`src/rtl/ctfc_pkg.sv`:
```
package ctfc_pkg;

    localparam int OSC_W   = 27;
    localparam int DEN_W   = 9;
    localparam int FREQ_W  = 32;
    localparam int IN_W    = 64;
    localparam int OUT_W   = 192;
    localparam int QUEUE_DEPTH = 2;

    localparam logic [OSC_W-1:0] HSE_RESET = 27'd8000000;
    localparam logic [OSC_W-1:0] HSI_RESET = 27'd16000000;

    localparam logic REG_HSE = 1'b0;
    localparam logic REG_HSI = 1'b1;

    localparam logic [1:0] SWS_HSI   = 2'd0;
    localparam logic [1:0] SWS_HSE   = 2'd1;
    localparam logic [1:0] SWS_PLL_P = 2'd2;
    localparam logic [1:0] SWS_PLL_R = 2'd3;

    typedef struct packed {
        logic [OSC_W-1:0] src;
        logic [OSC_W-1:0] hsi;
        logic [OSC_W-1:0] hse;
        logic [DEN_W-1:0] den_p;
        logic [DEN_W-1:0] den_r;
        logic [8:0]       n;
        logic             m_zero;
        logic             r_zero;
        logic [1:0]       sws;
        logic [3:0]       ahb_sh;
        logic [2:0]       apb1_sh;
        logic [2:0]       apb2_sh;
        logic [2:0]       mco1_div;
        logic [2:0]       mco2_div;
        logic [4:0]       rtc;
    } ctfc_entry_t;

endpackage

```
`src/rtl/ctfc_front.sv`:
```
module ctfc_front
    import ctfc_pkg::*;
(
    input  logic                 clk,
    input  logic                 rst_n,
    input  logic                 cfg_we,
    input  logic                 cfg_addr,
    input  logic [OSC_W-1:0]     cfg_data,
    input  logic [IN_W-1:0]      s_tdata,
    output ctfc_entry_t          entry
);

    logic [OSC_W-1:0] hse_reg;
    logic [OSC_W-1:0] hsi_reg;
    logic [31:0]      cfgr;
    logic [31:0]      pllc;
    logic [5:0]       m;
    logic [1:0]       pcode;
    logic [2:0]       pmul;
    logic [2:0]       r;
    logic [7:0]       mp;
    logic [3:0]       hpre;
    logic [2:0]       ppre1;
    logic [2:0]       ppre2;
    logic [2:0]       mco1;
    logic [2:0]       mco2;

    always_ff @(posedge clk or negedge rst_n)
    begin
        if (!rst_n)
        begin
            hse_reg <= HSE_RESET;
            hsi_reg <= HSI_RESET;
        end
        else if (cfg_we)
        begin
            unique case (cfg_addr)
                REG_HSE: hse_reg <= cfg_data;
                REG_HSI: hsi_reg <= cfg_data;
                default: ;
            endcase
        end
    end

    always_comb
    begin
        cfgr  = s_tdata[31:0];
        pllc  = s_tdata[63:32];
        m     = pllc[5:0];
        pcode = pllc[17:16];
        pmul  = {1'b0, pcode} + 3'd1;
        r     = pllc[30:28];
        mp    = {2'b00, m} * {5'b00000, pmul};
        hpre  = cfgr[7:4];
        ppre1 = cfgr[12:10];
        ppre2 = cfgr[15:13];
        mco1  = cfgr[26:24];
        mco2  = cfgr[29:27];

        entry.src    = pllc[22] ? hse_reg : hsi_reg;
        entry.hsi    = hsi_reg;
        entry.hse    = hse_reg;
        entry.den_p  = {mp, 1'b0};
        entry.den_r  = {3'b000, m} * {6'b000000, r};
        entry.n      = pllc[14:6];
        entry.m_zero = (m == 6'd0);
        entry.r_zero = (r == 3'd0);
        entry.sws    = cfgr[3:2];
        entry.ahb_sh = hpre[3] ? ({1'b0, hpre[2:0]} + 4'd1 + {3'b000, hpre[2]}) : 4'd0;
        entry.apb1_sh  = ppre1[2] ? ({1'b0, ppre1[1:0]} + 3'd1) : 3'd0;
        entry.apb2_sh  = ppre2[2] ? ({1'b0, ppre2[1:0]} + 3'd1) : 3'd0;
        entry.mco1_div = mco1[2] ? ({1'b0, mco1[1:0]} + 3'd2) : 3'd1;
        entry.mco2_div = mco2[2] ? ({1'b0, mco2[1:0]} + 3'd2) : 3'd1;
        entry.rtc    = cfgr[20:16];
    end

endmodule

```
`config.mk`:
```
export PLATFORM = sky130hd
export DESIGN_NAME = ctfc_front
export DESIGN_NICKNAME = d
export VERILOG_FILES = /design/src/rtl/ctfc_pkg.sv /design/src/rtl/ctfc_front.sv
export SDC_FILE = /design/constraint.sdc
export NUM_CORES = 1
export LEC_CHECK = 0
export BUFFER_PORTS_ARGS = -buffer_cell sky130_fd_sc_hd__buf_2
export CORE_MARGIN = 8
export CORE_UTILIZATION = 47
export DETAILED_ROUTE_END_ITERATION = 8
export MAX_ROUTING_LAYER = met4
export PLACE_DENSITY = 0.95
export SYNTH_ARGS = -nofsm -noshare
export SYNTH_HDL_FRONTEND = slang
export SYNTH_SLANG_ARGS = --single-unit
```
`constraint.sdc`:
```
create_clock -name clk -period 4.6 [get_ports clk]
set_clock_uncertainty 0.2 [all_clocks]
set_input_delay 0.46 -clock clk [delete_from_list [all_inputs] [get_ports clk]]
set_output_delay 0.46 -clock clk [all_outputs]
set_load 0.01 [all_outputs]
```
==> flow_metrics.tcl <==
set metrics [dict create \
    status "finished clean" \
    finalCriticalPeriod_ps 3520 \
    worstPathCellList "buf_2, ha_1, and2_1, fa_1, ha_1, inv_1, fa_1, inv_1, a21o_1, a21oi_1, xnor2_1, buf_2" \
    netlist_top_cells_area "dfrtp_1 (28%), mux2_2 (19%), dfstp_2 (10%), mux2_4 (8.3%), ha_1 (6.9%)" \
    synth_nets 425 \
    ys.warnings.count 0 \
    nets 581 \
    grt_pass1_vias 3167 \
    reg2reg_slack_ps 3580 \
    area_growth_pct 25.9 \
    final_antenna_net_count 0 \
    critPathKind "primary input to output port" \
    drt-vias-per-instance 5.07 \
    cts_buffers 5 \
    tightest_slew_ps 1140 \
    cpPeakStageDelay_ps 510 \
    diodes 0 \
    grt.overflow.total 0 \
    drive_gt1_frac 0.613 \
    die-area_mm2 0.0107 \
    post-cts-setup-buffer-count 0 \
    drt_iter0_drc 58 \
    netlist_instances 300 \
    vias 2834 \
    grt_use_met1 0.188 \
    setup_viol 0 \
    leakage_uw 0.00239 \
    critPathMaxFanout 7 \
    ir_drop_v 0.000238 \
    synth_area_mm2 0.00361 \
    grt_start_max_net_pins 55 \
    holdBufCountCts 0 \
    avgRoutedWirePerCell_um 16.9 \
    ys_seq_area_frac 0.379 \
    start_util 0.477 \
    fin_tns_setup_ps 0 \
    period_share 0.765 \
    slew_viol_final 0 \
    met2_usage 0.301 \
    grt-busiest-layer "met2" \
    hold_violations 0 \
    row_count 32 \
    path_delay_family "adder cells" \
    routed_wl_mm 9.46 \
    synth_top_area_cell "dfrtp_1" \
    dp_hpwl_mm 7.66 \
    die_w_um 104 \
    met3_usage 0.0440 \
    ioPinCount 228 \
    cts-resized-gates 0 \
    fmax_mhz 284 \
    cpMaxStageDelayCell "fa_1" \
    clk_pin_slew_ps 100 \
    arrival_ps 2860 \
    cp_num_buf_inv 4 \
    cts_num_sinks 54 \
    post-route-util 0.600 \
    place.gp.congestion 0.846 \
    cp.depth 12 \
    grt_setup_unrepaired "false" \
    worst-endpoint-required_ps 3940 \
    ff2ff_path_depth 1 \
    clk_path_buf_depth 2 \
    hold_path_class "primary input to async pin" \
    ys_types 29 \
    htreeDepth 2 \
    grt_pass1_wl_mm 15.4 \
    post-route-drc-count 0 \
    max_slew_margin 0.242 \
    cts_tree "yes" \
    powerDensity_mw_per_mm2 330 \
    antenna_found_initial 0 \
    core_area_mm2 0.00757 \
    maxCapViolations 0 \
    layout_commonest_cell "buf_2" \
    end_kind "output port" \
    syn_avg_cell_area_um2 12.0 \
    io_buffers 174 \
    die_h_um 104 \
    clk_latency_ps 300 \
    cts-root-buf "clkbuf_8" \
    start_kind "primary input" \
    synth_top_area_frac 0.277 \
    layout_common_cells "buf_2 (174), mux2_2 (61), dfrtp_1 (40)" \
    synth-seq-cells 54 \
    track_usage 0.175 \
    dr.pass1.iters 5 \
]
## metrics by stage
step                      cells  setup slack (ps)  area (µm²)  hold WS, ps  power [µW]
after CTS                   559              1090        4540          183        1510
after floorplan             300              1400        3610        -35.6         942
after global routing        559               948        4540          181        1580
final                       559              1080        4540          179        1500
after global placement      551              1140        4420          303        1140
after detailed placement    551              1120        4420          312        1170
## synth_stat cells (all sizes together)
cell     n
buf     25
xor2     2
a21oi    5
dfrtp   40
and3     1
fa      10
inv     21
or4      1
o21ai    4
xnor2    7
and2    19
nor2     2
nand2   20
o21bai   2
a211oi   4
conb     1
ha      20
nor3     2
nor2b    9
nand2b   6
mux2    81
dfstp   14
a21o     4
## routing by layer
metal | routed length [µm] | vias to the layer above | share of wire
met5 | 0 | - | 0
li1 | - | 1311 | -
met3 | 597 | 22 | 0.063
met1 | 3820 | 1371 | 0.40
met4 | 214 | 0 | 0.023
met2 | 4830 | 130 | 0.51
## where the power goes
| part | switching [µW] | internal (µW) |
|---|---|---|
| sequential | 56.4 | 559 |
| combinational | 273 | 273 |
| clock | 158 | 179 |
## final timing paths
check                              end         from
max in group asynchronous  hse_reg[23]        rst_n
min reg2reg                hsi_reg[26]  hsi_reg[26]
max                          entry[50]  s_tdata[48]
min in group clk            hse_reg[1]  cfg_data[1]
min                         hse_reg[8]        rst_n
max reg2reg                hse_reg[13]  hse_reg[13]
## cell type report
| class | instances | area [µm²] |
|---|---|---|
| tap | 102 | 128 |
| multi-input combinational | 200 | 1970 |
| sequential | 54 | 1370 |
| clock buffer | 6 | 82.6 |
| inverter | 21 | 78.8 |
| clock inverter | 2 | 38.8 |
| fill | 593 | 3030 |
| timing repair buffer | 174 | 871 |
## logic make-up (layout without fill, tap and decap cells)
kind of cell | after synthesis | after routing | share of synthesized area
flip-flops | 54 | 54 | 0.379
AND/OR/NAND/NOR | 60 | 60 | 0.0905
adder cells (fa/ha/maj) | 30 | 30 | 0.125
AO/OA/AOI/OAI | 19 | 19 | 0.0333
buffers and inverters | 46 | 203 | 0.0756
other | 1 | 1 | 0.00104
XOR/XNOR | 9 | 9 | 0.0218
multiplexers | 81 | 81 | 0.274
(Power assumes the default switching activity.)
