### src/rtl/ctfc_pkg.sv
package ctfc_pkg;

    localparam int OSC_W   = 27;
    localparam int DEN_W   = 9;
    localparam int FREQ_W  = 32;
    localparam int IN_W    = 64;
    localparam int OUT_W   = 192;
    localparam int QUEUE_DEPTH = 2;

    localparam logic [OSC_W-1:0] HSE_RESET = 27'd8000000;
    localparam logic [OSC_W-1:0] HSI_RESET = 27'd16000000;

    localparam logic REG_HSE = 1'b0;
    localparam logic REG_HSI = 1'b1;

    localparam logic [1:0] SWS_HSI   = 2'd0;
    localparam logic [1:0] SWS_HSE   = 2'd1;
    localparam logic [1:0] SWS_PLL_P = 2'd2;
    localparam logic [1:0] SWS_PLL_R = 2'd3;

    typedef struct packed {
        logic [OSC_W-1:0] src;
        logic [OSC_W-1:0] hsi;
        logic [OSC_W-1:0] hse;
        logic [DEN_W-1:0] den_p;
        logic [DEN_W-1:0] den_r;
        logic [8:0]       n;
        logic             m_zero;
        logic             r_zero;
        logic [1:0]       sws;
        logic [3:0]       ahb_sh;
        logic [2:0]       apb1_sh;
        logic [2:0]       apb2_sh;
        logic [2:0]       mco1_div;
        logic [2:0]       mco2_div;
        logic [4:0]       rtc;
    } ctfc_entry_t;

endpackage

### src/rtl/ctfc_queue.sv
module ctfc_queue
    import ctfc_pkg::*;
#(
    parameter int DEPTH = QUEUE_DEPTH
)
(
    input  logic        clk,
    input  logic        rst_n,
    input  logic        push,
    input  ctfc_entry_t push_data,
    input  logic        pop,
    output ctfc_entry_t head,
    output logic        not_empty,
    output logic        not_full
);

    localparam int PTR_W = (DEPTH > 1) ? $clog2(DEPTH) : 1;
    localparam int CNT_W = $clog2(DEPTH + 1);

    ctfc_entry_t      mem [0:DEPTH-1];
    logic [PTR_W-1:0] wr_reg;
    logic [PTR_W-1:0] wr_next;
    logic [PTR_W-1:0] rd_reg;
    logic [PTR_W-1:0] rd_next;
    logic [CNT_W-1:0] cnt_reg;
    logic [CNT_W-1:0] cnt_next;

    always_comb
    begin
        wr_next  = wr_reg;
        rd_next  = rd_reg;
        cnt_next = cnt_reg;
        if (push)
        begin
            wr_next = (wr_reg == PTR_W'(DEPTH - 1)) ? '0 : wr_reg + PTR_W'(1);
        end
        if (pop)
        begin
            rd_next = (rd_reg == PTR_W'(DEPTH - 1)) ? '0 : rd_reg + PTR_W'(1);
        end
        if (push && !pop)
        begin
            cnt_next = cnt_reg + CNT_W'(1);
        end
        else if (pop && !push)
        begin
            cnt_next = cnt_reg - CNT_W'(1);
        end
    end

    always_ff @(posedge clk or negedge rst_n)
    begin
        if (!rst_n)
        begin
            wr_reg  <= '0;
            rd_reg  <= '0;
            cnt_reg <= '0;
        end
        else
        begin
            wr_reg  <= wr_next;
            rd_reg  <= rd_next;
            cnt_reg <= cnt_next;
        end
    end

    always_ff @(posedge clk)
    begin
        if (push)
        begin
            mem[wr_reg] <= push_data;
        end
    end

    assign head      = mem[rd_reg];
    assign not_empty = (cnt_reg != '0);
    assign not_full  = (cnt_reg != CNT_W'(DEPTH));

endmodule

### config.mk
export PLATFORM = sky130hd
export DESIGN_NAME = ctfc_queue
export DESIGN_NICKNAME = d
export VERILOG_FILES = /design/src/rtl/ctfc_pkg.sv /design/src/rtl/ctfc_queue.sv
export SDC_FILE = /design/constraint.sdc
export NUM_CORES = 1
export LEC_CHECK = 0
export BUFFER_PORTS_ARGS = -buffer_cell sky130_fd_sc_hd__buf_2
export CORE_MARGIN = 10
export CORE_UTILIZATION = 47
export CTS_CLUSTER_DIAMETER = 150
export DETAILED_ROUTE_END_ITERATION = 10
export GPL_TIMING_DRIVEN = 0
export PLACE_DENSITY = 0.74
export SETUP_SLACK_MARGIN = 0.4
export SYNTH_ARGS = -nofsm -noshare
export SYNTH_HDL_FRONTEND = slang
export SYNTH_SLANG_ARGS = --single-unit
### constraint.sdc
create_clock -name clk -period 6.35 [get_ports clk]
set_clock_uncertainty 0.1 [all_clocks]
set_input_delay 0.9525 -clock clk [delete_from_list [all_inputs] [get_ports clk]]
set_output_delay 0.9525 -clock clk [all_outputs]
set_load 0.02 [all_outputs]
==> metrics.md, run 1 <==
| Metric | Value |
|---|---|
| Clk sinks | 270 |
| Starting DRT DRC Count | 248 |
| Post-DRT Antenna Nets | 0 |
| CTS Buffer Depth | 3 |
| H-tree lvl count | 1 |
| Final core utilization | 60.1% |
| Final WL | 20300 um |
| CORE AREA | 21000 sq um |
| Unrepaired setup endpoints after global routing | no |
| Finish-stage setup viols | 0 |
| Max-slew violations | 0 |
| Worst setup margin | 3.42 ns |
| Vias per cell | 4.91 |
| # fillers | 1515 |
| Tot GR Track Use | 14.0% |
| Area leader, netlist | edfxtp_1 |
| GR Util met2 | 24.4% |
| Number of synthesis warnings | 0 |
| Final period util | 46.1% |
| Achievable Freq | 342 MHz |
| Gpl congestion | 0.760 |
| Worst reg2reg path startpoint | wr_reg$_DFFE_PN0P_ |
| Max-Cap Viols | 0 |
| Vias in the first global route | 5571 |
| Total chip power | 0.00592 W |
| Post-CTS setup buffers | 0 |
| Leak | 4.94 nW |
| Post-synthesis sequential area ratio | 80.7% |
| WP data required | 5.30 ns |
| Worst hold slack | 0.132 ns |
| CP arrival | 1.88 ns |
| Reg-to-reg slack, setup | 4.22 ns |
| Status | finished, final reports clean |
| Max-slew headroom | 37.1% |
| DP Worst Slack | 3.56 ns |
| Yosys reg bits | 270 |
| Met3 usage | 6.53% |
| IO Count | 272 |
| Power per cell area | 468 nW/um^2 |
| DR pass1 iterations | 4 |
| Crit path launch type | flip-flop |
| Die H | 166 um |
| Reg clk slew, reported paths | 0.06 ns |
| IO buf count | 271 |
| Synthesis-to-finish area growth | 26.0% |
| Synthesized area per cell | 23.3 sq um |
| Top area cells in the synthesized netlist | edfxtp_1, mux2_4, mux2_2 |
| Layout cell share with drive strength beyond 1 | 61.5% |
| FP Rows | 53 |
| M1 GR Usage | 15.4% |
| Peak supply drop | 0.000265 V |
| Unique masters post-synth | 15 |
| Clock Latency Late Sink | 0.51 ns |
| Crit path capture | head[62] |
| Min Tclk post-route | 2.93 ns |
| Initial core utilization | 47.7% |
| # hold bufs at CTS | 0 |
| Reg-to-Reg End | mem[1][88]$_DFFE_PP_ |
| CP Class | flip-flop to primary output |
| GR peak layer | met2 |
| Post-route DRC violation count | 0 |
| Root buffer cell | clkbuf_16 |
| TritonCTS clock tree | yes |
| Die X | 166 um |
| Number of flip-flops in the largest register | 266 |
| Critical Path Fanout Max | 10 |
| Final hold vios | 0 |
| Largest net degree at the start of global routing | 69 |
| First-pass GRT wire length | 31200 um |
| Setup TNS | 0 ns |
| Post-CTS Resized | 0 |
| WL/cell | 19.8 um |
| R2r worst-path depth | 2 |
| GRT Residual Overflow | 0 |
| Slew @ Worst Pin | 0.943 ns |
| Syn nets | 568 |
| Worst hold path class | input port to asynchronous set/reset pin |
| Post-Syn Instances | 430 |
| Die area | 27600 sq um |
| Critical path launch point | rd_reg$_DFFE_PN0P_ |
| TritonCTS buffer count | 26 |
| Initial antenna violation count | 4 |
| Final #Nets | 872 |
| CP endpoint kind | primary output |
| DP Wirelength | 14800 um |
| Area share of the largest cell type after synthesis | 79.7% |
| Post-Syn Area | 10000 sq um |
| Via Count | 5018 |
area by class of cell:
| class | count | area (sq um) | area share, % |
|---|---|---|---|
| flip-flops and latches | 270 | 8090 | 64.0 |
| repair buffers | 276 | 1470 | 11.6 |
| diodes | 1 | 2.50 | 0.0198 |
| inverters | 1 | 3.75 | 0.0297 |
| multi-input cells | 144 | 1820 | 14.4 |
| plain buffers | 15 | 125 | 0.990 |
| clock inverters | 7 | 85.1 | 0.673 |
| well taps | 275 | 344 | 2.72 |
| clock buffers | 33 | 698 | 5.53 |
layout by cell type (no fill, tap or decap), drive strengths merged:
| master | instances |
|---|---|
| nor2 | 1 |
| ha | 1 |
| xnor2 | 1 |
| clkinvlp | 1 |
| edfxtp | 266 |
| or2 | 1 |
| bufinv | 2 |
| nor2b | 1 |
| nand2b | 1 |
| diode | 1 |
| mux2 | 133 |
| xor2 | 4 |
| inv | 1 |
| clkbuf | 33 |
| and2 | 1 |
| dfrtp | 4 |
| buf | 291 |
| clkinv | 4 |
per-stage QoR:
| stage | instance area [sq um] | instances |
|---|---|---|
| floorplan | 10000 | 430 |
| global placement | 11700 | 976 |
| detailed placement | 11900 | 981 |
| CTS | 12600 | 1021 |
| global route | 12600 | 1021 |
| finish | 12600 | 1022 |
per-layer routing:
layer / vias to the layer above / wire [um]
met1: 2475 / 7550
met3: 26 / 2170
met4: 6 / 221
met2: 199 / 10300
li1: 2312 / -
met5: - / 37
cell families after synthesis:
| logic type | Yosys count | synth area share (%) |
|---|---|---|
| and+or+nand+nor | 5 | 0.287 |
| xor gates and xnor gates | 5 | 0.437 |
| buffers and inverters | 16 | 1.29 |
| muxes | 133 | 17.2 |
| DFF | 270 | 80.7 |
| adders and majority gates | 1 | 0.125 |
report_power, final:
part / internal, W / switching (W)
clock network: 0.000846 / 0.000581
logic: 0.000866 / 0.00118
registers: 0.00236 / 0.0000813
total: 0.00408 / 0.00184
worst min path at each step:
stage                                   endpoint  cells after the start
after floorplan           cnt_reg[1]$_DFFE_PN0P_                      1
after global placement    cnt_reg[1]$_DFFE_PN0P_                      1
after detailed placement  cnt_reg[1]$_DFFE_PN0P_                      1
after CTS                     wr_reg$_DFFE_PN0P_                      1
after global routing          wr_reg$_DFFE_PN0P_                      1
final                         wr_reg$_DFFE_PN0P_                      1
worst max-delay path: stages, from the launching register on:
cell and delay [ns]:
dfrtp_1 0.34, buf_6 0.14, buf_6 0.18, buf_6 0.20, mux2_4 0.32, buf_2 0.17
synth_stat cells:
library cell and n:
and2_1 1, buf_2 7, buf_6 8, dfrtp_1 4, edfxtp_1 266, ha_1 1, inv_1 1, mux2_2 73
mux2_4 60, nand2b_1 1, nor2_1 1, nor2b_1 1, or2_2 1, xnor2_1 1, xor2_1 4
No activity file was read; power rests on OpenSTA's default activity.
==> inputs of run 2 (changes only) <==
Settings changed: CORE_UTILIZATION 47 to 52, PLACE_DENSITY 0.74 to 0.77.
Clock period 6.35 ns to 2.8 ns, I/O delays scaled along.
==> run 2 against run 1 <==
Net effect: setup slack lost 3.0 ns; combinational power is 150% higher; worst hold slack worse by 0.078 ns; final cell count grew 13%; sequential share of layout area down 6.8 points; count of clock-buffer cells in the layout grew 3; critical path depth unchanged; power increased by 140%; via count increased by 15%; clock power increased by 140%; critical path type unchanged; critical endpoint is now head[91].
==> metrics.md, run 2 (synthesis results as in run 1) <==
| Metric | Value |
|---|---|
| Vias in the first global route | 6580 |
| Vias per cell | 4.99 |
| Worst hold path class | input port to flip-flop |
| CP arrival | 1.85 ns |
| Initial core utilization | 53.2% |
| Leak | 5.57 nW |
| Clk sinks | 270 |
| IO Count | 272 |
| Tot GR Track Use | 19.3% |
| Finish-stage setup viols | 0 |
| Worst reg2reg path startpoint | wr_reg$_DFFE_PN0P_ |
| Reg-to-reg slack, setup | 0.69 ns |
| CP Class | flip-flop to primary output |
| Peak supply drop | 0.000772 V |
| Max-Cap Viols | 0 |
| Slew @ Worst Pin | 0.896 ns |
| Power per cell area | 1000 nW/um^2 |
| Crit path launch type | flip-flop |
| Layout cell share with drive strength beyond 1 | 52.4% |
| Max-slew violations | 0 |
| Synthesis-to-finish area growth | 41.0% |
| Sequential cell area | 8090 sq um |
| Number of flip-flops in the largest register | 266 |
| R2r worst-path depth | 2 |
| Largest net degree at the start of global routing | 74 |
| Commonest non-fill, non-tap cell in the layout | buf_2 |
| WL/cell | 21.8 um |
| Starting DRT DRC Count | 304 |
| Gpl congestion | 0.736 |
| Cell Count, Final, Fillers Out | 1153 |
| IO buf count | 271 |
| Final Cell Area | 14100 sq um |
| Reg-to-Reg End | mem[1][83]$_DFFE_PP_ |
| Reg clk slew, reported paths | 0.07 ns |
| TritonCTS buffer count | 27 |
| Status | finished, final reports clean |
| Max-slew headroom | 40.3% |
| Startpoint of the worst hold path | push |
| Final period util | 84.6% |
| # fillers | 1036 |
| Crit path max-delay cell type | dfrtp_1 |
| TritonCTS clock tree | yes |
| Achievable Freq | 422 MHz |
| CTS Buffer Depth | 3 |
| DR pass1 iterations | 4 |
| Die area | 25200 sq um |
| First-pass GRT wire length | 38700 um |
| FP Rows | 50 |
| Post-route DRC violation count | 0 |
| Initial antenna violation count | 1 |
| Placement Cell Area | 11800 sq um |
| DP Wirelength | 15200 um |
| Via Count | 5759 |
| Hold path endpoint | wr_reg$_DFFE_PN0P_ |
| Final #Nets | 1010 |
| CP endpoint kind | primary output |
| Unrepaired setup endpoints after global routing | yes |
| Final hold vios | 0 |
| GRT Residual Overflow | 0 |
| Critical Path Fanout Max | 10 |
| Worst hold slack | 0.0538 ns |
| Clock Latency Late Sink | 0.52 ns |
| Multi-input logic area | 1820 sq um |
| Crit path largest cell delay | 0.34 ns |
| CORE AREA | 18800 sq um |
| CP cell instances | buf_6, buf_12, buf_12, mux2_4, buf_2 |
| Worst setup margin | 0.430 ns |
| DP Worst Slack | 0.565 ns |
| Post-DRT Antenna Nets | 0 |
| Die H | 159 um |
| WP data required | 2.28 ns |
| Crit-path most repeated cell | buf_12 |
| Placed Cells | 966 |
| Final WL | 25100 um |
| Min Tclk post-route | 2.37 ns |
| WHS Path Cells | 2 |
| Most frequent cells in the layout | buf_2, edfxtp_1, dlygate4sd3_1 |
| Die X | 159 um |
| H-tree lvl count | 1 |
| Root buffer cell | clkbuf_16 |
==> run 2: cell types whose count changed in the layout (fill, tap and decap cells not counted), moves of 2 or more <==
cell,delta
buf_2,-6
dlygate4sd3_1,+135
buf_4,+4
clkbuf_1,+2
clkinvlp_4,+2
buf_6,-7
clkbuf_4,+4
buf_12,+7
==> run 2: power by group <==
group	total, W	internal [W]	switching (W)	leakage (nW)
registers	0.00558	0.00536	0.000217	2.54
clock network	0.00347	0.00200	0.00147	0.406
logic	0.00511	0.00223	0.00288	2.62
==> run 2: per-stage QoR <==
step           util (%)  total power (W)  TNS, ns
2_1_floorplan         -          0.00885   -20.08
3_3_place_gp       62.2           0.0102  -231.84
3_5_place_dp       62.8           0.0104        0
4_1_cts            74.9           0.0141        0
5_1_grt            75.0           0.0147        0
6_report           75.0           0.0142        0
==> run 2: worst max-delay path, delay by kind of cell, from the launching register on <==
kind,cells,cell delay [ns]
buffers and inverters,4,0.66
multiplexers,1,0.31
flip-flops,1,0.34
==> run 2: routing by layer <==
| metal | GRT usage, % | wire length [um] | vias to the layer above |
|---|---|---|---|
| li1 | - | - | 2592 |
| met1 | 22.4 | 9360 | 2834 |
| met2 | 33.5 | 12800 | 288 |
| met3 | 6.20 | 2300 | 45 |
| met4 | 5.61 | 579 | 0 |
| met5 | 0 | 0 | - |
==> run 2: worst max path at each step <==
stage,from,endpoint,slack (ns),cells past startpoint
global placement,push,mem[0][73]$_DFFE_PP_,-1.14,2
finish,rd_reg$_DFFE_PN0P_,head[91],0.43,5
global route,rd_reg$_DFFE_PN0P_,head[53],0.36,5
floorplan,push,mem[0][0]$_DFFE_PP_,-0.15,1
CTS,rd_reg$_DFFE_PN0P_,head[13],0.40,4
detailed placement,push,mem[1][73]$_DFFE_PP_,0.56,3
==> run 2: area by class of cell <==
| class | instances | area share, % |
|---|---|---|
| diodes | 1 | 0.0177 |
| plain buffers | 15 | 1.43 |
| flip-flops and latches | 270 | 57.2 |
| clock buffers | 36 | 5.09 |
| multi-input cells | 144 | 12.9 |
| well taps | 260 | 2.30 |
| inverters | 1 | 0.0266 |
| repair buffers | 413 | 20.1 |
| clock inverters | 13 | 0.947 |
==> run 2: repair_timing <==
action | in CTS | in global routing
hold endpoints to repair | 270 | 0
resized for setup | 13 | 7
setup endpoints to repair | 64 | 112
hold buffers | 135 | 0
cloned | 0 | 0
setup buffers | 2 | 0
==> inputs of run 3 (changes only) <==
Settings changed: CORE_UTILIZATION 52 to 47, PLACE_DENSITY 0.77 to 0.74.
Clock period 2.8 ns to 2 ns, I/O delays scaled along.
==> run 3 against run 2 <==
Net effect: the run now ends with negative setup slack left; final cell count is 4.1% higher; die area is 9.3% higher; sequential power is 40% higher; via count is 4.0% higher; first-iteration DRC count is 15% higher; largest power group is now combinational logic; global-route usage is 1.6 points lower; register-to-register slack worse by 0.25 ns; sequential cell count stayed put; power is 54% higher.
==> metrics.md, run 3 (synthesis results as in run 1) <==
| Metric | Value |
|---|---|
| DP Wirelength | 15100 um |
| Power per cell area | 1440 nW/um^2 |
| Switching part of the total | 30.5% |
| H-tree lvl count | 1 |
| Vias in the first global route | 6674 |
| Commonest non-fill, non-tap cell in the layout | edfxtp_1 |
| CP arrival | 1.85 ns |
| Gpl congestion | 0.745 |
| Initial core utilization | 47.7% |
| Total chip power | 0.0219 W |
| Final period util | 113% |
| Final core utilization | 72.4% |
| FP Rows | 53 |
| Clock power frac | 22.5% |
| CP endpoint kind | primary output |
| Root buffer cell | clkbuf_16 |
| Number of flip-flops in the largest register | 266 |
| WP data required | 1.60 ns |
| DR pass1 iterations | 4 |
| Critical Path Fanout Max | 8 |
| Die X | 166 um |
| Crit path launch type | flip-flop |
| Achievable Freq | 444 MHz |
| Die area | 27600 sq um |
| Worst setup margin | -0.251 ns |
| Status | finished, violations left |
| Reg clk slew, reported paths | 0.06 ns |
| Failing checks | negative setup slack |
| Most frequent cells in the layout | edfxtp_1, buf_2, dlygate4sd3_1 |
| Max-Cap Viols | 0 |
| Peak supply drop | 0.00106 V |
| IO Count | 272 |
| Max-slew violations | 0 |
| Final #Nets | 1043 |
| Combinational share of power | 41.7% |
| Final WL | 26900 um |
| CP Class | flip-flop to primary output |
| WL/cell | 22.4 um |
| Leak | 6.05 nW |
| Int Power | 0.0152 W |
| CORE AREA | 21000 sq um |
| Sw Pwr | 0.00667 W |
| Vias per cell | 4.99 |
| Max-slew headroom | 68.8% |
| Unrepaired setup endpoints after global routing | yes |
| CTS Buffer Depth | 3 |
| GRT Residual Overflow | 0 |
| Worst hold slack | 0.199 ns |
| TritonCTS clock tree | yes |
| Post-route DRC violation count | 0 |
| Clock Latency Late Sink | 0.52 ns |
| Seq pwr share | 35.8% |
| # fillers | 1192 |
| IO buf count | 271 |
| Die H | 166 um |
| Slew @ Worst Pin | 0.468 ns |
| TritonCTS buffer count | 26 |
| Synthesis-to-finish area growth | 51.8% |
| Largest net degree at the start of global routing | 36 |
| Layout cell share with drive strength beyond 1 | 53.7% |
| First-pass GRT wire length | 38900 um |
| Worst hold path class | input port to flip-flop |
| Via Count | 5992 |
| Tot GR Track Use | 17.7% |
| Post-DRT Antenna Nets | 0 |
| Initial antenna violation count | 2 |
| Starting DRT DRC Count | 349 |
| Final hold vios | 0 |
| Clk sinks | 270 |
| Min Tclk post-route | 2.25 ns |
| Finish-stage setup viols | 133 |
[run 3: cell type report]
cell class	instances	area [sq um]	share of cell area, %
tap	275	344	2.26
clock inverter	10	146	0.962
sequential	270	8090	53.2
clock buffer	36	709	4.66
inverter	1	3.75	0.0247
buffer	15	254	1.67
multi-input combinational	146	1860	12.2
antenna	2	5.00	0.0329
timing repair buffer	445	3800	25.0
[run 3: worst paths after layout]
path	slack, ns	startpoint	end	cells after the start
max reg2reg	0.44	wr_reg$_DFFE_PN0P_	mem[0][65]$_DFFE_PP_	4
min	0.20	push	cnt_reg[0]$_DFFE_PN0P_	3
max in group asynchronous	0.50	rst_n	wr_reg$_DFFE_PN0P_	4
min in group asynchronous	0.59	rst_n	cnt_reg[1]$_DFFE_PN0P_	3
min reg2reg	0.43	cnt_reg[0]$_DFFE_PN0P_	cnt_reg[0]$_DFFE_PN0P_	1
max	-0.25	rd_reg$_DFFE_PN0P_	head[42]	5
[run 3: power groups by stage]
stage	Combinational [W]	Sequential [W]	Clock, W
after floorplan	0.00453	0.00786	0
after global routing	0.00955	0.00790	0.00525
after global placement	0.00639	0.00793	0
after CTS	0.00835	0.00779	0.00501
after detailed placement	0.00668	0.00790	0
final	0.00911	0.00782	0.00492
[run 3: worst max-delay path, stage by stage, from the launching register on]
cell and delay [ns]:
dfrtp_1 0.36, buf_6 0.15, buf_4 0.16, clkbuf_16 0.15
mux2_2 0.35, buf_4 0.17
[run 3: timing repair]
action | CTS | global route
pin swaps | 2 | 0
resized for setup | 150 | 54
gates cloned | 7 | 5
setup buffers | 12 | 8
hold buffers | 138 | 0
endpoints found under the setup margin | 385 | 167
endpoints found under the hold margin | 272 | 0
[run 3: per-stage QoR]
stage | instances | setup TNS [ns] | area [sq um] | setup slack [ns]
after floorplan | 430 | -204.36 | 10000 | -0.921
after global placement | 976 | -419.28 | 11700 | -1.83
after detailed placement | 982 | -10.25 | 11900 | -0.124
after CTS | 1185 | -29.17 | 14900 | -0.253
after global routing | 1200 | -35.87 | 15200 | -0.307
final | 1200 | -27.60 | 15200 | -0.251
[run 3: routing by layer]
| metal | vias up | wire length [um] | track usage [%] |
|---|---|---|---|
| li1 | 2679 | - | - |
| met1 | 2965 | 9750 | 20.1 |
| met2 | 302 | 14300 | 31.5 |
| met3 | 46 | 2210 | 5.25 |
| met4 | 0 | 664 | 5.20 |
| met5 | - | 0 | 0 |
